File: src/hdl/dpg_pkg.sv
// Types, codes and constants of the digital I/O port group controller.
package dpg_pkg;

  localparam int unsigned GROUPS    = 2;
  localparam int unsigned GRP_IDX_W = (GROUPS > 1) ? $clog2(GROUPS) : 1;
  localparam int unsigned NUM_CFG   = 2;

  // grouping modes
  localparam logic [1:0] MODE_3X8  = 2'd0;
  localparam logic [1:0] MODE_2X12 = 2'd1;
  localparam logic [1:0] MODE_1X24 = 2'd2;
  localparam logic [1:0] MODE_16P8 = 2'd3;
  localparam logic [1:0] MODE_RESET = MODE_1X24;

  // direction codes: bit 0 low nibble input, bit 1 high nibble input
  localparam logic [1:0] DIR_ALL_OUT = 2'd0;
  localparam logic [1:0] DIR_LOW_IN  = 2'd1;
  localparam logic [1:0] DIR_HIGH_IN = 2'd2;
  localparam logic [1:0] DIR_ALL_IN  = 2'd3;

  // request kinds
  localparam logic REQ_WRITE = 1'b0;
  localparam logic REQ_READ  = 1'b1;

  // status codes
  localparam logic [1:0] STATUS_OK        = 2'd0;
  localparam logic [1:0] STATUS_BAD_GROUP = 2'd1;
  localparam logic [1:0] STATUS_BAD_CHAN  = 2'd2;

  // channels
  localparam logic [1:0] CHAN_0 = 2'd0;
  localparam logic [1:0] CHAN_1 = 2'd1;
  localparam logic [1:0] CHAN_2 = 2'd2;

  // mode-0 control word bits
  localparam logic [7:0] CTRL_BASE   = 8'h80;
  localparam logic [7:0] CTRL_A_IN   = 8'h10;
  localparam logic [7:0] CTRL_B_IN   = 8'h02;
  localparam logic [7:0] CTRL_CHI_IN = 8'h08;
  localparam logic [7:0] CTRL_CLO_IN = 8'h01;

  typedef struct packed {
    logic        req_type;
    logic        group_sel;
    logic [1:0]  channel;
    logic [23:0] write_value;
    logic [7:0]  pins_a;
    logic [7:0]  pins_b;
    logic [7:0]  pins_c;
  } req_t;

  typedef struct packed {
    logic [1:0] dir_a;
    logic [1:0] dir_b;
    logic [1:0] dir_c;
    logic [7:0] latch_a;
    logic [7:0] latch_b;
    logic [7:0] latch_c;
  } grp_state_t;

  typedef struct packed {
    logic [1:0]  status;
    logic [23:0] read_value;
    logic [7:0]  control_byte;
    logic [7:0]  latch_a;
    logic [7:0]  latch_b;
    logic [7:0]  latch_c;
    logic        direction_changed;
  } res_t;

  function automatic logic [7:0] ctrl_of(input grp_state_t s);
    logic [7:0] c;
    c = CTRL_BASE;
    if (s.dir_a == DIR_ALL_IN) c = c | CTRL_A_IN;
    if (s.dir_b == DIR_ALL_IN) c = c | CTRL_B_IN;
    if ((s.dir_c & DIR_HIGH_IN) != DIR_ALL_OUT) c = c | CTRL_CHI_IN;
    if ((s.dir_c & DIR_LOW_IN) != DIR_ALL_OUT) c = c | CTRL_CLO_IN;
    return c;
  endfunction

endpackage

File: src/hdl/dio_port_group_controller_top.sv
// Top level of the digital I/O port group controller.
// Usage:
//   Requests arrive as words on the s_axis channel; each gives exactly one
//   result word on the m_axis channel, in order. A request names a group,
//   a channel and a write or read; the result carries status, the read
//   value, the group's mode-0 control byte, its three latches and a flag
//   that marks a change of port direction.
//   The APB port holds the grouping mode of each group (byte address 0 for
//   group 0, 4 for group 1); write it only while no request is in flight.
//   Path: a request is taken into the input register, and its result is
//   then held in the result register that drives m_axis.
//   Throughput: one word per cycle while the receiver takes results; the
//   decode between the two registers is a short mux path and the group state
//   is read and written back in the same cycle.
//   Reset: modes return to 1x24, all ports to input, latches to zero, both
//   pipeline registers empty.
//   When the receiver stalls, the result register holds its word and the
//   input register keeps one more request; s_axis_tready then drops.
module dio_port_group_controller_top (
  input  logic        clk_i,
  input  logic        rst_ni,
  // APB configuration
  input  logic        psel,
  input  logic        penable,
  input  logic        pwrite,
  input  logic [2:0]  paddr,
  input  logic [31:0] pwdata,
  output logic [31:0] prdata,
  output logic        pready,
  // request stream
  input  logic        s_axis_tvalid,
  output logic        s_axis_tready,
  input  logic [47:0] s_axis_tdata,  // write_value[23:0], pins_a, pins_b, pins_c
  input  logic [3:0]  s_axis_tuser,  // req_type, group_sel, channel[1:0]
  // result stream
  output logic        m_axis_tvalid,
  input  logic        m_axis_tready,
  output logic [55:0] m_axis_tdata,  // read_value[23:0], control_byte, latch_a/b/c
  output logic [2:0]  m_axis_tuser   // status[1:0], direction_changed
);

  logic [1:0]          mode [dpg_pkg::NUM_CFG];
  logic                in_valid_q;
  dpg_pkg::req_t       in_q;
  logic                out_valid_q;
  dpg_pkg::res_t       out_q;
  logic                advance;
  logic [1:0]          dir_a_q [dpg_pkg::GROUPS];
  logic [1:0]          dir_b_q [dpg_pkg::GROUPS];
  logic [1:0]          dir_c_q [dpg_pkg::GROUPS];
  logic [7:0]          lat_a_q [dpg_pkg::GROUPS];
  logic [7:0]          lat_b_q [dpg_pkg::GROUPS];
  logic [7:0]          lat_c_q [dpg_pkg::GROUPS];
  logic [dpg_pkg::GRP_IDX_W-1:0] gidx;
  dpg_pkg::grp_state_t cur;
  dpg_pkg::grp_state_t nxt;
  dpg_pkg::res_t       res;
  logic                upd;

  dpg_cfg_regs u_cfg (
    .clk_i   (clk_i),
    .rst_ni  (rst_ni),
    .psel    (psel),
    .penable (penable),
    .pwrite  (pwrite),
    .paddr   (paddr),
    .pwdata  (pwdata),
    .prdata  (prdata),
    .pready  (pready),
    .mode_o  (mode)
  );

  assign advance       = in_valid_q && (!out_valid_q || m_axis_tready);
  assign s_axis_tready = !in_valid_q || advance;

  always_ff @(posedge clk_i or negedge rst_ni) begin
    if (!rst_ni) begin
      in_valid_q <= 1'b0;
    end else if (s_axis_tready) begin
      in_valid_q <= s_axis_tvalid;
    end
  end

  always_ff @(posedge clk_i) begin
    if (s_axis_tvalid && s_axis_tready) begin
      in_q.req_type    <= s_axis_tuser[0];
      in_q.group_sel   <= s_axis_tuser[1];
      in_q.channel     <= s_axis_tuser[3:2];
      in_q.write_value <= s_axis_tdata[23:0];
      in_q.pins_a      <= s_axis_tdata[31:24];
      in_q.pins_b      <= s_axis_tdata[39:32];
      in_q.pins_c      <= s_axis_tdata[47:40];
    end
  end

  assign gidx        = dpg_pkg::GRP_IDX_W'(in_q.group_sel);
  assign cur.dir_a   = dir_a_q[gidx];
  assign cur.dir_b   = dir_b_q[gidx];
  assign cur.dir_c   = dir_c_q[gidx];
  assign cur.latch_a = lat_a_q[gidx];
  assign cur.latch_b = lat_b_q[gidx];
  assign cur.latch_c = lat_c_q[gidx];

  dpg_step u_step (
    .req_i  (in_q),
    .mode_i (mode[in_q.group_sel]),
    .cur_i  (cur),
    .nxt_o  (nxt),
    .res_o  (res),
    .upd_o  (upd)
  );

  always_ff @(posedge clk_i or negedge rst_ni) begin
    if (!rst_ni) begin
      for (int g = 0; g < dpg_pkg::GROUPS; g++) begin
        dir_a_q[g] <= dpg_pkg::DIR_ALL_IN;
        dir_b_q[g] <= dpg_pkg::DIR_ALL_IN;
        dir_c_q[g] <= dpg_pkg::DIR_ALL_IN;
        lat_a_q[g] <= '0;
        lat_b_q[g] <= '0;
        lat_c_q[g] <= '0;
      end
    end else if (advance && upd) begin
      dir_a_q[gidx] <= nxt.dir_a;
      dir_b_q[gidx] <= nxt.dir_b;
      dir_c_q[gidx] <= nxt.dir_c;
      lat_a_q[gidx] <= nxt.latch_a;
      lat_b_q[gidx] <= nxt.latch_b;
      lat_c_q[gidx] <= nxt.latch_c;
    end
  end

  always_ff @(posedge clk_i or negedge rst_ni) begin
    if (!rst_ni) begin
      out_valid_q <= 1'b0;
    end else if (advance) begin
      out_valid_q <= 1'b1;
    end else if (m_axis_tready) begin
      out_valid_q <= 1'b0;
    end
  end

  always_ff @(posedge clk_i) begin
    if (advance) begin
      out_q <= res;
    end
  end

  assign m_axis_tvalid = out_valid_q;
  assign m_axis_tdata  = {out_q.latch_c, out_q.latch_b, out_q.latch_a,
                          out_q.control_byte, out_q.read_value};
  assign m_axis_tuser  = {out_q.direction_changed, out_q.status};

endmodule

File: src/hdl/dpg_cfg_regs.sv
// APB register file holding the grouping mode of each port group.
module dpg_cfg_regs (
  input  logic        clk_i,
  input  logic        rst_ni,
  input  logic        psel,
  input  logic        penable,
  input  logic        pwrite,
  input  logic [2:0]  paddr,
  input  logic [31:0] pwdata,
  output logic [31:0] prdata,
  output logic        pready,
  output logic [1:0]  mode_o [dpg_pkg::NUM_CFG]
);

  logic [1:0] mode_q [dpg_pkg::NUM_CFG];
  logic       wr_en;
  logic       reg_idx;

  assign pready  = 1'b1;
  assign reg_idx = paddr[2];
  assign wr_en   = psel && penable && pwrite && pready;

  always_ff @(posedge clk_i or negedge rst_ni) begin
    if (!rst_ni) begin
      for (int i = 0; i < dpg_pkg::NUM_CFG; i++) begin
        mode_q[i] <= dpg_pkg::MODE_RESET;
      end
    end else if (wr_en) begin
      mode_q[reg_idx] <= pwdata[1:0];
    end
  end

  assign prdata = {30'd0, mode_q[reg_idx]};
  assign mode_o = mode_q;

endmodule

File: src/hdl/dpg_step.sv
// Request decode: channel check, latch and direction update, read assembly.
module dpg_step (
  input  dpg_pkg::req_t       req_i,
  input  logic [1:0]          mode_i,
  input  dpg_pkg::grp_state_t cur_i,
  output dpg_pkg::grp_state_t nxt_o,
  output dpg_pkg::res_t       res_o,
  output logic                upd_o
);

  logic                bad_grp;
  logic                bad_chan;
  logic [1:0]          max_ch;
  logic [23:0]         rv;
  dpg_pkg::grp_state_t nxt;
  logic [23:0]         wv;

  assign bad_grp = 32'(req_i.group_sel) >= dpg_pkg::GROUPS;
  assign wv      = req_i.write_value;

  always_comb begin
    case (mode_i)
      dpg_pkg::MODE_3X8:  max_ch = dpg_pkg::CHAN_2;
      dpg_pkg::MODE_1X24: max_ch = dpg_pkg::CHAN_0;
      default:            max_ch = dpg_pkg::CHAN_1;
    endcase
  end

  assign bad_chan = req_i.channel > max_ch;

  always_comb begin
    nxt = cur_i;
    rv  = '0;
    if (req_i.req_type == dpg_pkg::REQ_WRITE) begin
      case (mode_i)
        dpg_pkg::MODE_3X8: begin
          case (req_i.channel)
            dpg_pkg::CHAN_0: begin
              nxt.latch_a = wv[7:0];
              nxt.dir_a   = dpg_pkg::DIR_ALL_OUT;
            end
            dpg_pkg::CHAN_1: begin
              nxt.latch_b = wv[7:0];
              nxt.dir_b   = dpg_pkg::DIR_ALL_OUT;
            end
            default: begin
              nxt.latch_c = wv[7:0];
              nxt.dir_c   = dpg_pkg::DIR_ALL_OUT;
            end
          endcase
        end
        dpg_pkg::MODE_2X12: begin
          if (req_i.channel == dpg_pkg::CHAN_0) begin
            nxt.latch_a = wv[7:0];
            nxt.dir_a   = dpg_pkg::DIR_ALL_OUT;
            nxt.latch_c = {wv[11:8], cur_i.latch_c[3:0]};
            nxt.dir_c   = cur_i.dir_c & ~dpg_pkg::DIR_HIGH_IN;
          end else begin
            nxt.latch_b = wv[7:0];
            nxt.dir_b   = dpg_pkg::DIR_ALL_OUT;
            nxt.latch_c = {cur_i.latch_c[7:4], wv[11:8]};
            nxt.dir_c   = cur_i.dir_c & ~dpg_pkg::DIR_LOW_IN;
          end
        end
        dpg_pkg::MODE_1X24: begin
          nxt.latch_a = wv[7:0];
          nxt.latch_b = wv[15:8];
          nxt.latch_c = wv[23:16];
          nxt.dir_a   = dpg_pkg::DIR_ALL_OUT;
          nxt.dir_b   = dpg_pkg::DIR_ALL_OUT;
          nxt.dir_c   = dpg_pkg::DIR_ALL_OUT;
        end
        default: begin
          if (req_i.channel == dpg_pkg::CHAN_0) begin
            nxt.latch_a = wv[7:0];
            nxt.latch_b = wv[15:8];
            nxt.dir_a   = dpg_pkg::DIR_ALL_OUT;
            nxt.dir_b   = dpg_pkg::DIR_ALL_OUT;
          end else begin
            nxt.latch_c = wv[7:0];
            nxt.dir_c   = dpg_pkg::DIR_ALL_OUT;
          end
        end
      endcase
    end else begin
      case (mode_i)
        dpg_pkg::MODE_3X8: begin
          case (req_i.channel)
            dpg_pkg::CHAN_0: begin
              nxt.dir_a = dpg_pkg::DIR_ALL_IN;
              rv        = {16'd0, req_i.pins_a};
            end
            dpg_pkg::CHAN_1: begin
              nxt.dir_b = dpg_pkg::DIR_ALL_IN;
              rv        = {16'd0, req_i.pins_b};
            end
            default: begin
              nxt.dir_c = dpg_pkg::DIR_ALL_IN;
              rv        = {16'd0, req_i.pins_c};
            end
          endcase
        end
        dpg_pkg::MODE_2X12: begin
          if (req_i.channel == dpg_pkg::CHAN_0) begin
            nxt.dir_a = dpg_pkg::DIR_ALL_IN;
            nxt.dir_c = cur_i.dir_c | dpg_pkg::DIR_HIGH_IN;
            rv        = {12'd0, req_i.pins_c[7:4], req_i.pins_a};
          end else begin
            nxt.dir_b = dpg_pkg::DIR_ALL_IN;
            nxt.dir_c = cur_i.dir_c | dpg_pkg::DIR_LOW_IN;
            rv        = {12'd0, req_i.pins_c[3:0], req_i.pins_b};
          end
        end
        dpg_pkg::MODE_1X24: begin
          nxt.dir_a = dpg_pkg::DIR_ALL_IN;
          nxt.dir_b = dpg_pkg::DIR_ALL_IN;
          nxt.dir_c = dpg_pkg::DIR_ALL_IN;
          rv        = {req_i.pins_c, req_i.pins_b, req_i.pins_a};
        end
        default: begin
          if (req_i.channel == dpg_pkg::CHAN_0) begin
            nxt.dir_a = dpg_pkg::DIR_ALL_IN;
            nxt.dir_b = dpg_pkg::DIR_ALL_IN;
            rv        = {8'd0, req_i.pins_b, req_i.pins_a};
          end else begin
            nxt.dir_c = dpg_pkg::DIR_ALL_IN;
            rv        = {16'd0, req_i.pins_c};
          end
        end
      endcase
    end
  end

  always_comb begin
    upd_o = 1'b0;
    nxt_o = cur_i;
    res_o = '0;
    if (bad_grp) begin
      res_o.status = dpg_pkg::STATUS_BAD_GROUP;
    end else if (bad_chan) begin
      res_o.status       = dpg_pkg::STATUS_BAD_CHAN;
      res_o.control_byte = dpg_pkg::ctrl_of(cur_i);
      res_o.latch_a      = cur_i.latch_a;
      res_o.latch_b      = cur_i.latch_b;
      res_o.latch_c      = cur_i.latch_c;
    end else begin
      upd_o                   = 1'b1;
      nxt_o                   = nxt;
      res_o.status            = dpg_pkg::STATUS_OK;
      res_o.read_value        = rv;
      res_o.control_byte      = dpg_pkg::ctrl_of(nxt);
      res_o.latch_a           = nxt.latch_a;
      res_o.latch_b           = nxt.latch_b;
      res_o.latch_c           = nxt.latch_c;
      res_o.direction_changed = (nxt.dir_a != cur_i.dir_a) || (nxt.dir_b != cur_i.dir_b)
                                || (nxt.dir_c != cur_i.dir_c);
    end
  end

endmodule

File: config.mk
export PLATFORM = sky130hd
export DESIGN_NAME = dio_port_group_controller_top
export DESIGN_NICKNAME = d
export VERILOG_FILES = /design/src/hdl/dpg_pkg.sv /design/src/hdl/dio_port_group_controller_top.sv /design/src/hdl/dpg_cfg_regs.sv /design/src/hdl/dpg_step.sv
export SDC_FILE = /design/constraint.sdc
export NUM_CORES = 1
export LEC_CHECK = 0
export ABC_AREA = 1
export BUFFER_PORTS_ARGS = -buffer_cell sky130_fd_sc_hd__buf_2
export CAP_MARGIN = 40
export CORE_MARGIN = 2
export CORE_UTILIZATION = 50
export DETAILED_ROUTE_END_ITERATION = 10
export PLACE_DENSITY = 0.79
export SYNTH_ARGS = -nofsm -noshare
export SYNTH_HDL_FRONTEND = slang
export SYNTH_HIERARCHICAL = 1
export SYNTH_SLANG_ARGS = --single-unit
File: constraint.sdc
create_clock -name clk_i -period 9.5 [get_ports clk_i]
set_clock_uncertainty 0.15 [all_clocks]
set_input_delay 1.9 -clock clk_i [delete_from_list [all_inputs] [get_ports clk_i]]
set_output_delay 1.9 -clock clk_i [all_outputs]
set_load 0.02 [all_outputs]
== After elaboration in Yosys (flattened, before gate mapping) ==
Cells that the tools add are included.

* $add $sub $neg: 0
* Multiply operators: 0
* Divide/modulo/power cells: 0
* Magnitude comparators: 5
* Eq/ne operators: 10
* Shifts and indexed selects: 0
* Multiplexer cells: 81
* Bitwise gates (word level): 3
* Reduce and logical (&&, ||, !) cells: 18

{| class="wikitable"
|+ Operators with widths
! cell !! count
|-
| two-way mux 8 bit || 16
|-
| case mux 30 bit (3 select lines) || 1
|-
| case mux 24 bit (3 select lines) || 1
|-
| two-way mux 2 bit || 32
|-
| bitwise mux 16 bit || 3
|-
| two-way mux 16 bit || 2
|-
| two-way mux 30 bit || 1
|-
| two-way mux 29 bit || 1
|-
| two-way mux 24 bit || 1
|-
| case mux 6 bit (3 select lines) || 1
|-
| bitwise mux 4 bit || 4
|-
| two-way mux 4 bit || 4
|-
| case mux 8 bit (2 select lines) || 1
|-
| two-way mux 12 bit || 1
|-
| == test 2 bit, second input constant || 5
|-
| two-way mux 5 bit || 2
|-
| demux 8 bit (select 1 bit) || 1
|-
| logical AND 1 bit || 7
|-
| two-way mux 6 bit || 1
|-
| != test 2 bit || 3
|-
| two-way mux 1 bit || 5
|-
| demux 2 bit (select 1 bit) || 2
|-
| == test 2 x 1 -> 1 bit, second input constant || 2
|-
| >= comparator 2 bit, second input constant || 2
|-
| 10 further kinds || 18
|}

* Register bits after elaboration: 177
* Latch bits: 0
* Memory bits (writable): 0
* Bits in read-only memories: 0
* Input bits: 94
* Output and inout bits: 94
* Logic and storage cells: 147
* Memories: 0

== Logic depth before layout (Yosys ltp) ==
* Depth in word-level cells: 13
* Mapped depth: 20
* Mapped depth without buffers: 16

== Modules after synthesis ==
The synthesis kept the hierarchy.

{| class="wikitable"
|+ By module, submodules not included
! module !! times used !! cells an instance !! area an instance (um^2) !! seq. area each (um^2)
|-
| dio_port_group_controller_top || 1 || 493 || 6309.8 || 4899.7
|-
| dpg_step || 1 || 454 || 2356.0 || 0.0
|-
| dpg_cfg_regs || 1 || 61 || 450.4 || 102.6
|}

== Worst setup path before layout ==
No wires, ideal clock.

* Path kind: input-to-output
* From: input m_axis_tready
* To: output s_axis_tready
* Data arrival time: 2.227 ns
* Required time: 7.450 ns
* Setup slack: 5.223 ns
* Stages on the path: 2
* Buffers on the path: 0
* Path through: inv_1 -> nand3_1

* Word-level cells in the longest chain between the ends: 3

{| class="wikitable"
|+ Ends and longest elaborated chain
! item !! RTL line !! text
|-
| start: declaration || dio_port_group_controller_top.sv:37 || <nowiki>input logic m_axis_tready,</nowiki>
|-
| logical OR 1 bit || dio_port_group_controller_top.sv:73 || <nowiki>assign advance = in_valid_q && (!out_valid_q || m_axis_tready);</nowiki>
|-
| logical AND 1 bit || dio_port_group_controller_top.sv:73 ||
|-
| logical OR 1 bit || dio_port_group_controller_top.sv:74 || <nowiki>assign s_axis_tready = !in_valid_q || advance;</nowiki>
|-
| end: declaration || dio_port_group_controller_top.sv:32 || <nowiki>output logic s_axis_tready,</nowiki>
|}

No other way between the ends.

== Worst setup path after layout ==
* From: register in_q, in the netlist gidx
* To: register out_q, in the netlist m_axis_tdata[1] (data pin)

* Word-level cells in the longest chain between the ends: 8
* Elaborated cells between the ends (all ways): 11
* Classes of those cells: order compare (1); eq/ne (2); mux (5); bitwise (1); reduce/logical (2)

{| class="wikitable"
|+ Ends and longest elaborated chain
! item !! RTL line !! text
|-
| start: declaration || dio_port_group_controller_top.sv:44 || <nowiki>dpg_pkg::req_t in_q;</nowiki>
|-
| NOT 1 -> 2 bit (not written as such) (*) || dio_port_group_controller_top.sv:106 || <nowiki>.mode_i (mode[in_q.group_sel]),</nowiki>
|-
| two-way mux 2 bit (not written as such) (*) (3 in a row) || dio_port_group_controller_top.sv:106 ||
|-
| == test 2 bit / zero test 2 bit (equally long branches) || dpg_step.sv:22, dpg_step.sv:86 ||
|-
| case mux 2 bit (2 select lines) || dpg_step.sv:22 || <nowiki>case (mode_i)</nowiki>
|-
| > comparator 2 bit || dpg_step.sv:29 || <nowiki>assign bad_chan = req_i.channel > max_ch;</nowiki>
|-
| OR reduction 2 bit (no line) || n/a ||
|-
| end signal: assignment || dio_port_group_controller_top.sv:145 || <nowiki>out_q <= res;</nowiki>
|-
| end: declaration || dio_port_group_controller_top.sv:46 || <nowiki>dpg_pkg::res_t out_q;</nowiki>
|}

Every way passes the cells marked *; elsewhere a longest branch is shown, timed or not. The select of a mux whose other input is x is not followed.
A chain may end at the register's enable or synchronous reset.

==> results by group <==
Logic synthesis
  • Syn Area/Cell: 9.04 µm²
  • Synth async-reset ratio: 0.373
  • Area contributors post-synth: edfxtp_1, dfrtp_1, nand2_1, buf_4, nand4_1
  • Mapped cell area: 9120 µm²
  • Yosys warns: 6
  • Post-synth EDFFs: 111
  • Top-count cell post-synth: nand2_1
  • Post-synthesis cell type count: 36
  • Post-synth top area share: 0.366
  • Sequential share of the synthesized area: 0.549
  • Leading area contributor after synthesis: edfxtp_1
  • Most instantiated cells after synthesis: nand2_1, edfxtp_1, o21ai_0
  • Primary FF master, synth: edfxtp_1
  • Synthesized instance count: 1008
  • Yosys reg bits: 177

Worst setup path
  • CP Cell Sequence: buf_4 -> inv_2 -> nand2_1 -> nand2_1 -> buf_4 -> nor2_4 -> inv_2 -> ha_1 -> inv_1 -> o21bai_1 -> nand2_2 -> buf_4 -> inv_1 -> nor2_1 -> inv_2 -> a221oi_1
  • Crit path max-delay cell type: buf_4
  • Reg-to-reg endpoint: m_axis_tdata[1]
  • Setup crit start kind: flop
  • Critical path endpoint category: flop
  • Req. time, crit path: 9.58 ns
  • Arr. time, crit path: 5.08 ns
  • Slowest cell delay on critical path: 0.62 ns
  • WS Path Type: flop to flop
  • FF-to-FF path depth: 16
  • Reg-to-reg startpoint: gidx
  • Reg2reg setup slack: 4.50 ns
  • Worst-path fanout max: 72

Clocking
  • Cells resized by post-CTS repair: 0
  • Post-CTS Hold Buffers: 0
  • CTS tree: done
  • Worst-path clk slew: 0.06 ns
  • Root Driver: clkbuf_16
  • Clock buffer count from CTS: 17
  • Longest Clk Path Bufs: 2
  • Post CTS Setup Buffer Count: 0
  • Worst skew pair latency: 0.44 ns
  • CTS sink cnt: 177
  • Total number of H-tree levels: 4

Run status
  • Outcome: complete, no violations

Die
  • Starting Density: 0.509
  • Die Width: 139 µm
  • Die height: 139 µm
  • Die area: 19300 µm²
  • Core area: 17900 µm²
  • Boundary Pins: 188
  • Core Rows: 49

Cells and area
  • Layout area overhead: 11.1%
  • Post-route insts no fill: 1321
  • Ratio of cells with drive above 1 in the final layout: 0.192
  • Design area: 10100 µm²
  • Nets: 1173

Global routing
  • Gr usage total: 0.235
  • Pin count of the biggest net entering global routing: 73
  • First-pass GRT wire length: 36.2 mm
  • Gr ovfl total: 0
  • Number of global-route vias before repair: 6839
  • Initial antenna violation count: 2

Power
  • P per Cell Area: 258 nW/µm²
  • Maximum vdd drop: 0.139 mV
  • Total power: 2.61 mW
  • P_leak: 4.57 nW

Flow run
  • Max-cap check violation count: 0

Place
  • Pre-CTS setup slack: 4.72 ns
  • Placed cells: 1287
  • Gpl congestion: 0.885
  • Port bufs: 124
  • DP HPWL: 14.0 mm
  • Placed cell area: 9550 µm²

Worst hold path
  • Hold Path Cell Cnt: 2
  • Hold WC Path Type: flop to flop
  • Hold Startpoint: dir_b_q[3]
  • Hold path endpoint: dir_b_q[3]

Detailed routing
  • Drt wl/cell: 17.2 µm
  • Remaining DRCs: 0
  • Routed WL: 22.7 mm
  • Post-route ant nets: 0
  • First drt pass iteration count: 5
  • 1st-iter DRT viols: 917
  • Vias post-DR: 7593
  • Vias per Instance: 5.75

STA
  • Slew at the pin closest to its max-slew limit: 0.879 ns
  • Pins Over Slew Limit: 0
  • Count of final setup violators: 0
  • Worst rel slew slack: 0.413
  • Final worst setup slack: 4.50 ns
  • Fin Setup TNS: 0 ns
  • Final period util: 0.526
  • Fmax: 200 MHz
  • RSZ-0062 raised after global routing: no
  • Min Tclk post-route: 5.00 ns
  • Fin. Hold Viols: 0
==> logic make-up after synthesis <==
family          count (synthesis)  synth area share
simple gates                  484             0.233
flops                         177             0.549
buf+inv                       175             0.106
compound gates                166             0.108
other cells                     4           0.00165
fa+ha+maj                       2           0.00274
==> cells in the final DEF (no fill, tap or decap), drive strengths merged <==
master and count:
a211oi 7, a21oi 35, a221oi 6, a22o 4, a22oi 4, buf 139, bufinv 2, clkbuf 18
clkinv 7, clkinvlp 4, conb 36, dfrtp 52, dfstp 14, diode 2, edfxtp 111, ha 2
inv 55, nand2 306, nand3 36, nand4 66, nor2 51, nor3 10, nor3b 11, o2111ai 4
o211ai 4, o21ai 86, o21bai 3, o221ai 9, o22a 4, or2 4
==> sequential cells by signal (all words and copies together) (netlist names), 3 cells and up <==
name / flops
lat_c_q: 16
lat_b_q: 16
m_axis_tuser: 3
u_cfg/mode_o: 4
dir_b_q: 4
dir_a_q: 4
m_axis_tdata: 56
in_q: 51
lat_a_q: 16
dir_c_q: 4
==> per-layer routing <==
metal,up-vias,GRT usage,share of wire,wire length [µm]
li1,3514,-,-,-
met1,3625,0.323,0.41,9360
met2,402,0.368,0.47,10700
met3,52,0.0511,0.089,2010
met4,0,0.0883,0.025,576
met5,-,0,0,0
==> final cells by class <==
type / instances / area [µm²]
Clock buffer: 18 / 429
Timing Repair Buffer: 139 / 786
Tap cell: 229 / 287
Clock inverter: 14 / 141
Multi-Input combinational cell: 688 / 3270
Fill cell: 1566 / 7780
Inverter: 54 / 203
Sequential cell: 177 / 5000
Antenna cell: 2 / 5.00
==> worst max path at each step <==
stage / slack [ns] / end / startpoint
final: 4.50 / m_axis_tdata[1] / gidx
after global routing: 4.28 / m_axis_tdata[1] / gidx
after CTS: 4.68 / m_axis_tdata[1] / gidx
after detailed placement: 4.72 / m_axis_tdata[1] / gidx
after global placement: 4.83 / m_axis_tdata[1] / gidx
after floorplan: 5.22 / s_axis_tready / m_axis_tready
==> per-stage QoR <==
step	utilization	hold slack, ns
floorplan	-	0.297
global placement	0.529	0.305
detailed placement	0.533	0.309
CTS	0.565	0.320
global route	0.566	0.329
finish	0.566	0.321
==> report_power, final <==
part	total (mW)	leakage, nW	internal [mW]	switching, mW
Clock	0.682	0.269	0.386	0.296
Combinational	0.800	2.41	0.241	0.559
Sequential	1.13	1.90	1.04	0.0848
==> critical path: cells and delay by family, from the launching register on <==
family / cells / cell delay [ns]
buf+inv: 8 / 2.28
simple gates: 5 / 1.24
compound gates: 2 / 0.42
fa+ha+maj: 1 / 0.33
flops: 1 / 0.32
No activity file was read; power rests on OpenSTA's default activity.
